### src/hdl/url_percent_codec_top_defines.svh
// Assertion macros shared by the codec modules
`ifndef URL_PERCENT_CODEC_TOP_DEFINES_SVH
`define URL_PERCENT_CODEC_TOP_DEFINES_SVH

// ante holds in a cycle -> cons holds in the same cycle
`define UPC_ASSERT_SAME(label, clk, rst_n, ante, cons, msg) \
	label: assert property (@(posedge clk) disable iff (!(rst_n)) (ante) |-> (cons)) \
		else $error(msg);

// ante holds in a cycle -> cons holds in the next cycle
`define UPC_ASSERT_NEXT(label, clk, rst_n, ante, cons, msg) \
	label: assert property (@(posedge clk) disable iff (!(rst_n)) (ante) |=> (cons)) \
		else $error(msg);

`endif

### src/hdl/upc_pkg.sv
package upc_pkg;

	localparam int unsigned QDEPTH = 4;
	localparam int unsigned QAW = $clog2(QDEPTH);
	localparam int unsigned QCW = QAW + 1;

	localparam int unsigned CFG_IDX_W = 2;
	localparam int unsigned CFG_DATA_W = 3;

	localparam logic [CFG_IDX_W-1:0] CFG_DIRECTION = CFG_IDX_W'(0);
	localparam logic [CFG_IDX_W-1:0] CFG_MODE = CFG_IDX_W'(1);

	localparam logic DIR_ENCODE = 1'b0;
	localparam logic DIR_DECODE = 1'b1;

	localparam logic [2:0] MODE_NONE = 3'd0;
	localparam logic [2:0] MODE_PATH = 3'd1;
	localparam logic [2:0] MODE_SEGMENT = 3'd2;
	localparam logic [2:0] MODE_HOST = 3'd3;
	localparam logic [2:0] MODE_ZONE = 3'd4;
	localparam logic [2:0] MODE_USERINFO = 3'd5;
	localparam logic [2:0] MODE_QUERY = 3'd6;
	localparam logic [2:0] MODE_FRAGMENT = 3'd7;

	localparam logic [1:0] PH_IDLE = 2'd0;
	localparam logic [1:0] PH_HIGH = 2'd1;
	localparam logic [1:0] PH_LOW = 2'd2;

	localparam logic [1:0] PIECE_PCT = 2'd0;
	localparam logic [1:0] PIECE_HI = 2'd1;
	localparam logic [1:0] PIECE_LO = 2'd2;

	localparam logic [7:0] CH_PERCENT = 8'h25;
	localparam logic [7:0] CH_PLUS = 8'h2B;
	localparam logic [7:0] CH_SPACE = 8'h20;

	typedef struct packed {
		logic [7:0] in_byte;
		logic       end_of_string;
	} upc_req_t;

	typedef struct packed {
		logic [7:0] out_byte;
		logic       byte_valid;
		logic       run_last;
		logic       bad_escape;
	} upc_rsp_t;

	typedef struct packed {
		logic       esc;
		logic [7:0] data;
		logic       valid;
		logic       last;
		logic       bad;
	} upc_cmd_t;

	typedef struct packed {
		logic       ok;
		logic [3:0] nib;
	} upc_hex_t;

	function automatic logic must_escape(input logic [7:0] b, input logic [2:0] mode);
		logic alnum;
		logic host_ok;
		logic unres;
		logic subd;
		logic res;
		alnum = (b >= "a" && b <= "z") || (b >= "A" && b <= "Z") || (b >= "0" && b <= "9");
		host_ok = b == "!" || b == "$" || b == "&" || b == "'" || b == "(" || b == ")" ||
			b == "*" || b == "+" || b == "," || b == ";" || b == "=" || b == ":" ||
			b == "[" || b == "]" || b == "<" || b == ">" || b == "\"";
		unres = b == "-" || b == "_" || b == "." || b == "~";
		subd = b == "$" || b == "&" || b == "+" || b == "," || b == "/" || b == ":" ||
			b == ";" || b == "=" || b == "?" || b == "@";
		res = 1'b1;
		if (alnum) begin
			res = 1'b0;
		end else if ((mode == MODE_HOST || mode == MODE_ZONE) && host_ok) begin
			res = 1'b0;
		end else if (unres) begin
			res = 1'b0;
		end else if (subd && mode != MODE_NONE && mode != MODE_HOST && mode != MODE_ZONE) begin
			unique case (mode)
				MODE_PATH:     res = (b == "?");
				MODE_SEGMENT:  res = (b == "/" || b == ";" || b == "," || b == "?");
				MODE_USERINFO: res = (b == "@" || b == "/" || b == "?" || b == ":");
				MODE_QUERY:    res = 1'b1;
				default:       res = 1'b0;
			endcase
		end else if (mode == MODE_FRAGMENT && (b == "!" || b == "(" || b == ")" || b == "*")) begin
			res = 1'b0;
		end
		return res;
	endfunction

	function automatic upc_hex_t hex_value(input logic [7:0] b);
		upc_hex_t h;
		h.ok = 1'b1;
		h.nib = 4'd0;
		if (b >= "0" && b <= "9") begin
			h.nib = 4'(b - "0");
		end else if (b >= "a" && b <= "f") begin
			h.nib = 4'(b - "a" + 8'd10);
		end else if (b >= "A" && b <= "F") begin
			h.nib = 4'(b - "A" + 8'd10);
		end else begin
			h.ok = 1'b0;
		end
		return h;
	endfunction

	function automatic logic [7:0] hex_char(input logic [3:0] n);
		logic [7:0] c;
		if (n < 4'd10) begin
			c = "0" + {4'd0, n};
		end else begin
			c = "A" - 8'd10 + {4'd0, n};
		end
		return c;
	endfunction

endpackage

### src/hdl/upc_front.sv
module upc_front (
	input  logic                             clk,
	input  logic                             arst_n,
	input  logic                             req_valid,
	input  logic                             req_stall,
	input  upc_pkg::upc_req_t                req,
	input  logic                             cfg_valid,
	input  logic                             cfg_ready,
	input  logic [upc_pkg::CFG_IDX_W-1:0]    cfg_index,
	input  logic [upc_pkg::CFG_DATA_W-1:0]   cfg_data,
	output logic                             push,
	output upc_pkg::upc_cmd_t                push_cmd
);

	logic        direction_q;
	logic [2:0]  mode_q;
	logic [1:0]  phase_q;
	logic [3:0]  hi_q;
	logic        err_q;

	logic [1:0]  phase_n;
	logic [3:0]  hi_n;
	logic        err_n;
	logic        emit;
	logic [7:0]  ob;
	logic        err_f;
	logic        accept;
	logic [7:0]  b;
	logic [7:0]  v;
	logic        is25;
	upc_pkg::upc_hex_t hv;

	assign accept = req_valid && !req_stall;
	assign b = req.in_byte;
	assign hv = upc_pkg::hex_value(b);
	assign v = {hi_q, hv.nib};
	assign is25 = (hi_q == 4'd2) && (b == "5");

	always_comb begin
		phase_n = phase_q;
		hi_n = hi_q;
		err_n = err_q;
		emit = 1'b0;
		ob = 8'd0;
		if (!err_q) begin
			unique case (phase_q)
				upc_pkg::PH_IDLE: begin
					if (b == upc_pkg::CH_PERCENT) begin
						phase_n = upc_pkg::PH_HIGH;
					end else if (b == upc_pkg::CH_PLUS) begin
						emit = 1'b1;
						ob = (mode_q == upc_pkg::MODE_QUERY) ? upc_pkg::CH_SPACE : upc_pkg::CH_PLUS;
					end else if ((mode_q == upc_pkg::MODE_HOST || mode_q == upc_pkg::MODE_ZONE) &&
							!b[7] && upc_pkg::must_escape(b, mode_q)) begin
						err_n = 1'b1;
					end else begin
						emit = 1'b1;
						ob = b;
					end
				end
				upc_pkg::PH_HIGH: begin
					if (!hv.ok) begin
						err_n = 1'b1;
					end else begin
						hi_n = hv.nib;
						phase_n = upc_pkg::PH_LOW;
					end
				end
				default: begin
					if (!hv.ok) begin
						err_n = 1'b1;
					end else begin
						if (mode_q == upc_pkg::MODE_HOST && !hi_q[3] && !is25) begin
							err_n = 1'b1;
						end else if (mode_q == upc_pkg::MODE_ZONE && !is25 && v != upc_pkg::CH_SPACE &&
								upc_pkg::must_escape(v, upc_pkg::MODE_HOST)) begin
							err_n = 1'b1;
						end else begin
							emit = 1'b1;
							ob = v;
						end
						phase_n = upc_pkg::PH_IDLE;
					end
				end
			endcase
		end
		err_f = err_n || (phase_n != upc_pkg::PH_IDLE);
	end

	always_comb begin
		push_cmd = '0;
		push = 1'b0;
		if (direction_q == upc_pkg::DIR_ENCODE) begin
			push = accept;
			push_cmd.valid = 1'b1;
			push_cmd.last = req.end_of_string;
			if (b == upc_pkg::CH_SPACE && mode_q == upc_pkg::MODE_QUERY) begin
				push_cmd.data = upc_pkg::CH_PLUS;
			end else begin
				push_cmd.data = b;
				push_cmd.esc = upc_pkg::must_escape(b, mode_q);
			end
		end else begin
			push = accept && (emit || req.end_of_string);
			push_cmd.valid = emit;
			push_cmd.data = ob;
			push_cmd.last = req.end_of_string;
			push_cmd.bad = req.end_of_string && err_f;
		end
	end

	always_ff @(posedge clk or negedge arst_n) begin
		if (!arst_n) begin
			direction_q <= upc_pkg::DIR_ENCODE;
			mode_q <= upc_pkg::MODE_QUERY;
		end else if (cfg_valid && cfg_ready) begin
			if (cfg_index == upc_pkg::CFG_DIRECTION) begin
				direction_q <= cfg_data[0];
			end else if (cfg_index == upc_pkg::CFG_MODE) begin
				mode_q <= cfg_data[2:0];
			end
		end
	end

	always_ff @(posedge clk or negedge arst_n) begin
		if (!arst_n) begin
			phase_q <= upc_pkg::PH_IDLE;
			hi_q <= 4'd0;
			err_q <= 1'b0;
		end else if (accept) begin
			if (req.end_of_string) begin
				phase_q <= upc_pkg::PH_IDLE;
				hi_q <= 4'd0;
				err_q <= 1'b0;
			end else if (direction_q == upc_pkg::DIR_DECODE) begin
				phase_q <= phase_n;
				hi_q <= hi_n;
				err_q <= err_n;
			end
		end
	end

endmodule

### src/hdl/upc_fifo.sv
`include "url_percent_codec_top_defines.svh"

module upc_fifo (
	input  logic              clk,
	input  logic              arst_n,
	input  logic              push,
	input  upc_pkg::upc_cmd_t push_cmd,
	input  logic              pop,
	output upc_pkg::upc_cmd_t head,
	output logic              empty,
	output logic              full
);

	upc_pkg::upc_cmd_t             slot_q [upc_pkg::QDEPTH];
	logic [upc_pkg::QAW-1:0]       wr_ptr_q;
	logic [upc_pkg::QAW-1:0]       rd_ptr_q;
	logic [upc_pkg::QCW-1:0]       count_q;

	assign empty = (count_q == '0);
	assign full = (count_q == upc_pkg::QCW'(upc_pkg::QDEPTH));
	assign head = slot_q[rd_ptr_q];

	always_ff @(posedge clk) begin
		if (push) begin
			slot_q[wr_ptr_q] <= push_cmd;
		end
	end

	always_ff @(posedge clk or negedge arst_n) begin
		if (!arst_n) begin
			wr_ptr_q <= '0;
			rd_ptr_q <= '0;
			count_q <= '0;
		end else begin
			if (push) begin
				wr_ptr_q <= wr_ptr_q + 1'b1;
			end
			if (pop) begin
				rd_ptr_q <= rd_ptr_q + 1'b1;
			end
			if (push && !pop) begin
				count_q <= count_q + 1'b1;
			end else if (pop && !push) begin
				count_q <= count_q - 1'b1;
			end
		end
	end

	`UPC_ASSERT_SAME(a_no_push_full, clk, arst_n, full, !push, "request pushed into full queue")
	`UPC_ASSERT_SAME(a_no_pop_empty, clk, arst_n, empty, !pop, "request popped from empty queue")
	`UPC_ASSERT_SAME(a_count_range, clk, arst_n, 1'b1,
		count_q <= upc_pkg::QCW'(upc_pkg::QDEPTH), "queue count beyond depth")

endmodule

### src/hdl/upc_back.sv
`include "url_percent_codec_top_defines.svh"

module upc_back (
	input  logic              clk,
	input  logic              arst_n,
	input  upc_pkg::upc_cmd_t head,
	input  logic              empty,
	output logic              pop,
	output logic              rsp_valid,
	input  logic              rsp_stall,
	output upc_pkg::upc_rsp_t rsp
);

	logic [1:0]        piece_q;
	logic              rsp_valid_q;
	upc_pkg::upc_rsp_t rsp_q;
	logic              load;
	logic              fire;
	logic              final_piece;
	logic [7:0]        pbyte;

	assign load = !rsp_valid_q || !rsp_stall;
	assign fire = load && !empty;
	assign final_piece = !head.esc || (piece_q == upc_pkg::PIECE_LO);
	assign pop = fire && final_piece;

	always_comb begin
		pbyte = head.data;
		if (head.esc) begin
			unique case (piece_q)
				upc_pkg::PIECE_PCT: pbyte = upc_pkg::CH_PERCENT;
				upc_pkg::PIECE_HI:  pbyte = upc_pkg::hex_char(head.data[7:4]);
				default:            pbyte = upc_pkg::hex_char(head.data[3:0]);
			endcase
		end
	end

	always_ff @(posedge clk or negedge arst_n) begin
		if (!arst_n) begin
			piece_q <= upc_pkg::PIECE_PCT;
			rsp_valid_q <= 1'b0;
		end else if (load) begin
			rsp_valid_q <= !empty;
			if (fire) begin
				piece_q <= final_piece ? upc_pkg::PIECE_PCT : piece_q + 1'b1;
			end
		end
	end

	always_ff @(posedge clk) begin
		if (fire) begin
			rsp_q.out_byte <= pbyte;
			rsp_q.byte_valid <= head.valid;
			rsp_q.run_last <= head.last && final_piece;
			rsp_q.bad_escape <= head.bad && final_piece;
		end
	end

	assign rsp_valid = rsp_valid_q;
	assign rsp = rsp_q;

	`UPC_ASSERT_SAME(a_piece_esc, clk, arst_n, piece_q != upc_pkg::PIECE_PCT,
		!empty && head.esc, "escape piece count without escape request")
	`UPC_ASSERT_SAME(a_bad_on_last, clk, arst_n, rsp_valid_q && rsp_q.bad_escape,
		rsp_q.run_last, "error flag on a result that does not end the string")
	`UPC_ASSERT_NEXT(a_esc_advance, clk, arst_n, fire && !final_piece,
		piece_q != upc_pkg::PIECE_PCT, "escape piece did not advance")

endmodule

### src/hdl/url_percent_codec_top.sv
// Streaming URL percent codec. Each request carries one byte of a string;
// configure direction (index 0) and component mode (index 1) only while idle,
// cfg_ready is always high. A front stage classifies each byte and tracks the
// decode escape state, pushing at most one entry into a four-deep queue; a
// back stage expands queue entries into results behind an output register.
// Encoding a byte that needs a %XY escape makes the back stage emit three
// bytes: the percent sign, then the high and low hex digits; every other
// entry yields one result, and decode bytes that open or continue an escape
// push no entry unless they end the string. Input runs at one byte per cycle
// unless req_stall or rsp_stall holds it, bounded by the back-stage output.
module url_percent_codec_top (
	input  logic                           clk,
	input  logic                           arst_n,
	input  logic                           req_valid,
	output logic                           req_stall,
	input  upc_pkg::upc_req_t              req,
	output logic                           rsp_valid,
	input  logic                           rsp_stall,
	output upc_pkg::upc_rsp_t              rsp,
	input  logic                           cfg_valid,
	output logic                           cfg_ready,
	input  logic [upc_pkg::CFG_IDX_W-1:0]  cfg_index,
	input  logic [upc_pkg::CFG_DATA_W-1:0] cfg_data
);

	logic              push;
	upc_pkg::upc_cmd_t push_cmd;
	logic              pop;
	upc_pkg::upc_cmd_t head;
	logic              empty;
	logic              full;

	assign cfg_ready = 1'b1;
	assign req_stall = full;

	upc_front u_front (
		.clk       (clk),
		.arst_n    (arst_n),
		.req_valid (req_valid),
		.req_stall (req_stall),
		.req       (req),
		.cfg_valid (cfg_valid),
		.cfg_ready (cfg_ready),
		.cfg_index (cfg_index),
		.cfg_data  (cfg_data),
		.push      (push),
		.push_cmd  (push_cmd)
	);

	upc_fifo u_fifo (
		.clk      (clk),
		.arst_n   (arst_n),
		.push     (push),
		.push_cmd (push_cmd),
		.pop      (pop),
		.head     (head),
		.empty    (empty),
		.full     (full)
	);

	upc_back u_back (
		.clk       (clk),
		.arst_n    (arst_n),
		.head      (head),
		.empty     (empty),
		.pop       (pop),
		.rsp_valid (rsp_valid),
		.rsp_stall (rsp_stall),
		.rsp       (rsp)
	);

endmodule
### config.mk
export PLATFORM = sky130hd
export DESIGN_NAME = url_percent_codec_top
export DESIGN_NICKNAME = d
export VERILOG_FILES = /design/src/hdl/upc_pkg.sv /design/src/hdl/upc_front.sv /design/src/hdl/upc_fifo.sv /design/src/hdl/upc_back.sv /design/src/hdl/url_percent_codec_top.sv
export VERILOG_INCLUDE_DIRS = /design/src /design/src/hdl
export SDC_FILE = /design/constraint.sdc
export NUM_CORES = 1
export LEC_CHECK = 0
export ABC_CLOCK_PERIOD_IN_PS = 3000
export BUFFER_PORTS_ARGS = -buffer_cell sky130_fd_sc_hd__clkbuf_2
export CORE_MARGIN = 10
export CORE_UTILIZATION = 35
export CTS_BUF_LIST = sky130_fd_sc_hd__clkbuf_8
export DETAILED_ROUTE_END_ITERATION = 16
export GPL_ROUTABILITY_DRIVEN = 1
export PLACE_DENSITY = 0.63
export SYNTH_ARGS = -nofsm -noshare
export SYNTH_HDL_FRONTEND = slang
export SYNTH_SLANG_ARGS = --single-unit
### constraint.sdc
create_clock -name clk -period 3 [get_ports clk]
set_input_delay 0.15 -clock clk [delete_from_list [all_inputs] [get_ports clk]]
set_output_delay 0.15 -clock clk [all_outputs]
set_load 0.02 [all_outputs]
# Word-level counts from Yosys, hierarchy flattened
# Memory sizes are Yosys's and may differ from the RTL's.
# Cells that the tools add are included.
# word_totals
ff_bits	32
ramBits	48
in_bits	19
word_cells	311
n_memories	1
# op_classes
n_addsub	14
n_lt_le_gt_ge	16
eq_ne	65
muxes	78
bitwise	1
n_reduce_logical	122
# mem_list
memory	depth	word_bits	rd	rd_clocked_by_memory_dff	write_ports	line	rtl
u_fifo.slot_q	4	12	1	0	1	upc_fifo.sv:14	upc_pkg::upc_cmd_t slot_q [upc_pkg::QDEPTH];
# op_table
operator	count
8-bit by 6-bit equality test with 1-bit output, second input constant	39
8-bit 2-to-1 mux	11
8-bit by 7-bit equality test with 1-bit output, second input constant	9
1-bit logical OR	65
8-bit by 7-bit <= comparator with 1-bit output, second input constant	6
1-bit 2-to-1 mux	42
4-bit 2-to-1 mux	9
8-bit by 7-bit greater-or-equal comparator with 1-bit output, second input constant	4
8-bit one-hot mux with 2 select lines	2
1-bit logical AND	31
6-bit by 4-bit adder with 7-bit output, first input constant	4
8-bit by 6-bit greater-or-equal comparator with 1-bit output, second input constant	2
8-bit by 6-bit <= comparator with 1-bit output, second input constant	2
3-bit equality test, second input constant	5
2-bit 2-to-1 mux	7
4-bit by 1-bit subtractor with 4-bit output, second input constant	3
1-bit zero test	10
10-bit 2-to-1 mux	1
2-bit nonzero test	5
4-bit adder, second input constant	2
4-bit < comparator, second input constant	2
8-bit by 6-bit inequality test with 1-bit output, second input constant	1
2-bit by 1-bit adder with 2-bit output, second input constant	3
2-bit by 1-bit equality test with 1-bit output, second input constant	3
other kinds (21)	28

# Depth between registers and ports, before layout
# depth
word_depth	41
depth_mapped	19
depth_no_buf	17

# By module
# From an unflattened synthesis, not the netlist that was laid out.
# unflattened
cells_unflattened	449
area_unflattened_um2	4954.8
# by_module_without_submodules
module	n_inst	cells_each	area_per_inst_um2	seq_area_each_um2
upc_fifo	1	97	2153.3	1616.6
upc_front	1	268	1981.9	277.8
upc_back	1	82	808.3	405.4
url_percent_codec_top	1	2	11.3	0.0

# Worst setup path after synthesis
# No wires, ideal clock.
# synth_timing
kind	in2reg
startpoint	in req[1] (netlist name)
endpoint	reg u_fifo.count_q[1] (netlist name)
setup_ns	0.125
t_arrival_ns	3.993
t_required_ns	2.875
slack_ns	-1.118
path_stages	17
path_cell_list	buf_1 inv_1 ha_1 buf_2 nor4b_2 or3_1 a2bb2oi_1 a21oi_1 o211a_1 o21ai_1 o41ai_4 o21a_2 a31oi_1 ha_1 inv_1 fa_1 mux2_2
# synth_between
elab_chain_len	40
# synth_lines
item	line	rtl
start: declaration	url_percent_codec_top.sv:16	input upc_pkg::upc_req_t req,
4-bit by 1-bit subtractor with 4-bit output (tied with other cells)	upc_pkg.sv:103, upc_pkg.sv:105	
4-bit adder or 1-bit logical AND (tied branches)	upc_pkg.sv:103, upc_pkg.sv:105, upc_pkg.sv:104	
4-bit 2-to-1 mux	upc_pkg.sv:104	end else if (b >= "A" && b <= "F") begin
4-bit 2-to-1 mux	upc_pkg.sv:102	end else if (b >= "a" && b <= "f") begin
4-bit 2-to-1 mux	upc_pkg.sv:100	if (b >= "0" && b <= "9") begin
8-bit by 6-bit equality test with 1-bit output	upc_pkg.sv:69	host_ok = b == "!" || b == "$" || b == "&" || b == "'" || b == "(" || b == ")" ||
1-bit logical OR (6 in series)	upc_pkg.sv:69	
1-bit logical OR (7 in series)	upc_pkg.sv:70	b == "*" || b == "+" || b == "," || b == ";" || b == "=" || b == ":" ||
(+14 left out)	--	
1-bit 2-to-1 mux *	upc_front.sv:45	if (!err_q) begin
1-bit logical OR *	upc_front.sv:104	push = accept && (emit || req.end_of_string);
1-bit logical AND *	upc_front.sv:104	
1-bit 2-to-1 mux *	upc_front.sv:93	if (direction_q == upc_pkg::DIR_ENCODE) begin
named net push	url_percent_codec_top.sv:26	logic push;
1-bit zero test	upc_fifo.sv:43	end else if (pop && !push) begin
1-bit logical AND	upc_fifo.sv:43	
2-bit nonzero test (no source line)	--	
end signal: assignment	upc_fifo.sv:42	count_q <= count_q + 1'b1;
end signal: assignment	upc_fifo.sv:44	count_q <= count_q - 1'b1;
end: declaration	upc_fifo.sv:17	logic [upc_pkg::QCW-1:0] count_q;
# The timed path passes the listed nets; every way through them passes the cells marked *. The select of a mux whose other input is x is not followed.
# A chain may end at the register's enable or synchronous reset.

# Worst setup path after layout
# layout_timing
startpoint	in req[2] (netlist name)
endpoint	reg u_fifo.count_q[1] (netlist name)
# The elaborated chain is that of the path after synthesis.

==> flow_summary.toml <==
[clock_tree]
cts_tree = "yes"
clk_transition_reported_paths_ns = 0.08
cts.sinks = 80
cts_made_buffers = 9
cts_max_level = 3
cts_buffer_depth = 2
clock_latency_ns = 0.35
cts_root_buffer = "clkbuf_8"

[synthesis]
synthCells = 467
synth.avg_cell_area_um2 = 10.6
yosysSeqAreaShare_pct = 46.6
synth.distinct_cells = 77
synth_area_um2 = 4940
synth_ff_type = "edfxtp_1"
synth_seq_cells = 80
synth_edf_count = 59
async_flop_share_pct = 26.3
synthesis.nets = 501
ys_warn_count = 0

[route]
num_vias = 4168
drt_iter0_markers = 264
wl_per_cell_um = 16.6
avgViaCountPerCell = 5.43
dr.pass1.iters = 5
drc = 0
wirelength_um = 12700
ant_nets = 0

[setup_path]
arrival_ns = 3.45
r2r_cells = 16
critPathKind = "in2reg"
timing.rr.start = "u_front.hi_q[0]"
worstPathRequired_ns = 3.24
endpoint_kind = "flip-flop"
crit_path_start_kind = "input pin"
startpoint = "req[2]"
crit_path_max_fanout = 6

[sta]
hold_viol_final = 0
slew_viol_final = 0
layout_setup_ws_ns = -0.203
tightest_slew_ns = 0.635
finalSetupTns_ns = -0.318
clock_skew_ns = 0.0108
holdWs_ns = 0.0162
final-setup-viol-count = 2
fmax_ghz = 0.312
relSlewSlack_pct = 57.7
rsz0062_at_grt = "yes"
period_minus_slack_ns = 3.20
period_share_pct = 107

[pwr]
leakage_nw = 2.48
ir_worst_vdd_v = 0.000281
powerDensity_nw_per_um2 = 811

[floorplan]
die_x_um = 139
num_rows = 43
start_util_pct = 35.7
io_pins = 33
dieArea_um2 = 19300
die_h_um = 139
fp.coreArea_um2 = 13800

[placement]
gp_congestion = 0.879
port_buffers = 31
place_hpwl_um = 9780
dpl_cell_area_um2 = 5950

[run_status]
violations = "setup timing"
status = "finished, violations left"

[grt]
grt_max_degree = 22
overflow = 0
antenna_found_initial = 0
grt_use_total_pct = 13.0
grt_pass1_vias = 4166
grt_pass1_wl_um = 20900

[min_path]
min_path_cells = 3
hold_start = "cfg_data[0]"
hp-class = "in2reg"

[cells_and_area]
fin_util_pct = 46.0
drive_gt1_share_pct = 35.1
insertedDiodeCount = 0
fin_nets = 616
syn_to_final_growth_pct = 28.7
design_area_um2 = 6360

[run]
maxCapViolations = 0
-- metrics by stage --
step                setup slack [ns]  total power, mW  std cells
CTS                           -0.199             5.19        766
finish                        -0.203             5.16        767
global placement              -0.551             4.20        744
detailed placement            -0.636             4.29        744
floorplan                     -0.607             3.50        467
global route                  -0.290             5.54        767
-- cells in the mapped netlist, drive strengths merged, types with 7 or more instances --
cell | count | area share [%]
nor2 | 28 | 2.1
buf | 15 | 1.6
nor3 | 15 | 1.5
o21ai | 30 | 3.0
ha | 14 | 3.5
inv | 23 | 1.7
edfxtp | 59 | 36
a31oi | 16 | 2.0
dfrtp | 19 | 9.6
nand3 | 9 | 0.91
nand2 | 49 | 3.7
nand2b | 9 | 1.1
a21oi | 23 | 2.4
xnor2 | 7 | 1.2
clkbuf | 13 | 0.99
mux4 | 12 | 5.5
-- worst max-delay path: stages --
cell      delay, ns
clkbuf_8       0.12
inv_8          0.04
ha_4           0.17
nor2_1         0.22
o211a_1        0.21
nor3_1         0.05
buf_4          0.14
o32a_1         0.36
xnor2_1        0.13
and4_1         0.20
o41ai_4        0.42
o21a_2         0.18
a31oi_1        0.08
ha_2           0.22
inv_2          0.06
fa_2           0.41
mux2_4         0.27
-- cells in the final DEF, fill, tap and decap left out, drive strengths merged, types with 6 or more instances in the layout --
cell type / Yosys / layout
nor3b: 6 / 6
clkbuf: 13 / 40
ha: 14 / 14
inv: 23 / 25
nor4: 6 / 6
nor3: 15 / 15
dfrtp: 19 / 19
a31oi: 16 / 16
nand2: 49 / 49
buf: 15 / 99
nor2: 28 / 28
edfxtp: 59 / 59
mux4: 12 / 12
a22o: 6 / 6
nand2b: 9 / 9
o21ai: 30 / 30
a21oi: 23 / 23
nand3: 9 / 9
xnor2: 7 / 7
-- final timing paths --
kind,to,slack (ns)
min in group asynchronous,u_front.hi_q[3],0.35
max in group asynchronous,u_front.phase_q[1],2.24
max,u_fifo.count_q[1],-0.20
min reg2reg,u_fifo.count_q[2],0.49
max reg2reg,u_fifo.count_q[2],-0.11
min,u_front.direction_q,0.02
-- cell families (layout without fill, tap and decap cells) --
group | count (synthesis) | in the layout | synth area share (%)
AO/OA/AOI/OAI | 138 | 138 | 20.3
flip-flops | 80 | 80 | 46.6
adder cells (fa/ha/maj) | 15 | 15 | 3.95
multiplexers | 19 | 19 | 6.99
other | 1 | 1 | 0.0760
buffers and inverters | 51 | 171 | 4.31
XOR/XNOR | 10 | 10 | 1.77
AND/OR/NAND/NOR | 153 | 153 | 16.0
-- metal layers --
layer / GRT usage, % / share of wire [%] / vias to the layer above
met5: 0 / 0 / -
met4: 4.23 / 1.4 / 0
met3: 2.67 / 3.2 / 14
met2: 22.8 / 51 / 89
met1: 15.5 / 45 / 2047
li1: - / - / 2018
-- power by group --
part	total (mW)	switching [mW]	internal [mW]
Sequential	1.82	0.188	1.63
Combinational	2.50	1.40	1.10
Clock	0.834	0.372	0.462
-- cell type report --
cell class | instances | area, um^2
fill | 1267 | 7470
multi-input combinational | 336 | 2590
sequential | 80 | 2300
timing repair buffer | 132 | 936
tap | 180 | 225
clock buffer | 9 | 124
inverter | 23 | 96.3
clock inverter | 7 | 88.8
-- repair_timing --
item / CTS / global route
setup endpoints to repair: 8 / 33
hold buffers: 1 / 1
hold endpoints to repair: 19 / 1
pin swaps: 12 / 9
gates resized for setup: 23 / 4
setup buffers: 5 / 0
-- flip-flops by register name (all words and copies together), names as in the netlist --
signal	cells
u_fifo.rd_ptr_q	2
u_front.hi_q	4
u_back.rsp_valid	1
u_fifo.wr_ptr_q	2
u_front.direction_q	1
u_fifo.slot_q	48
u_fifo.count_q	3
u_back.rsp	11
u_front.phase_q	2
u_front.mode_q	3
u_back.piece_q	2
u_front.err_q	1
No activity file was read; power rests on OpenSTA's default activity.
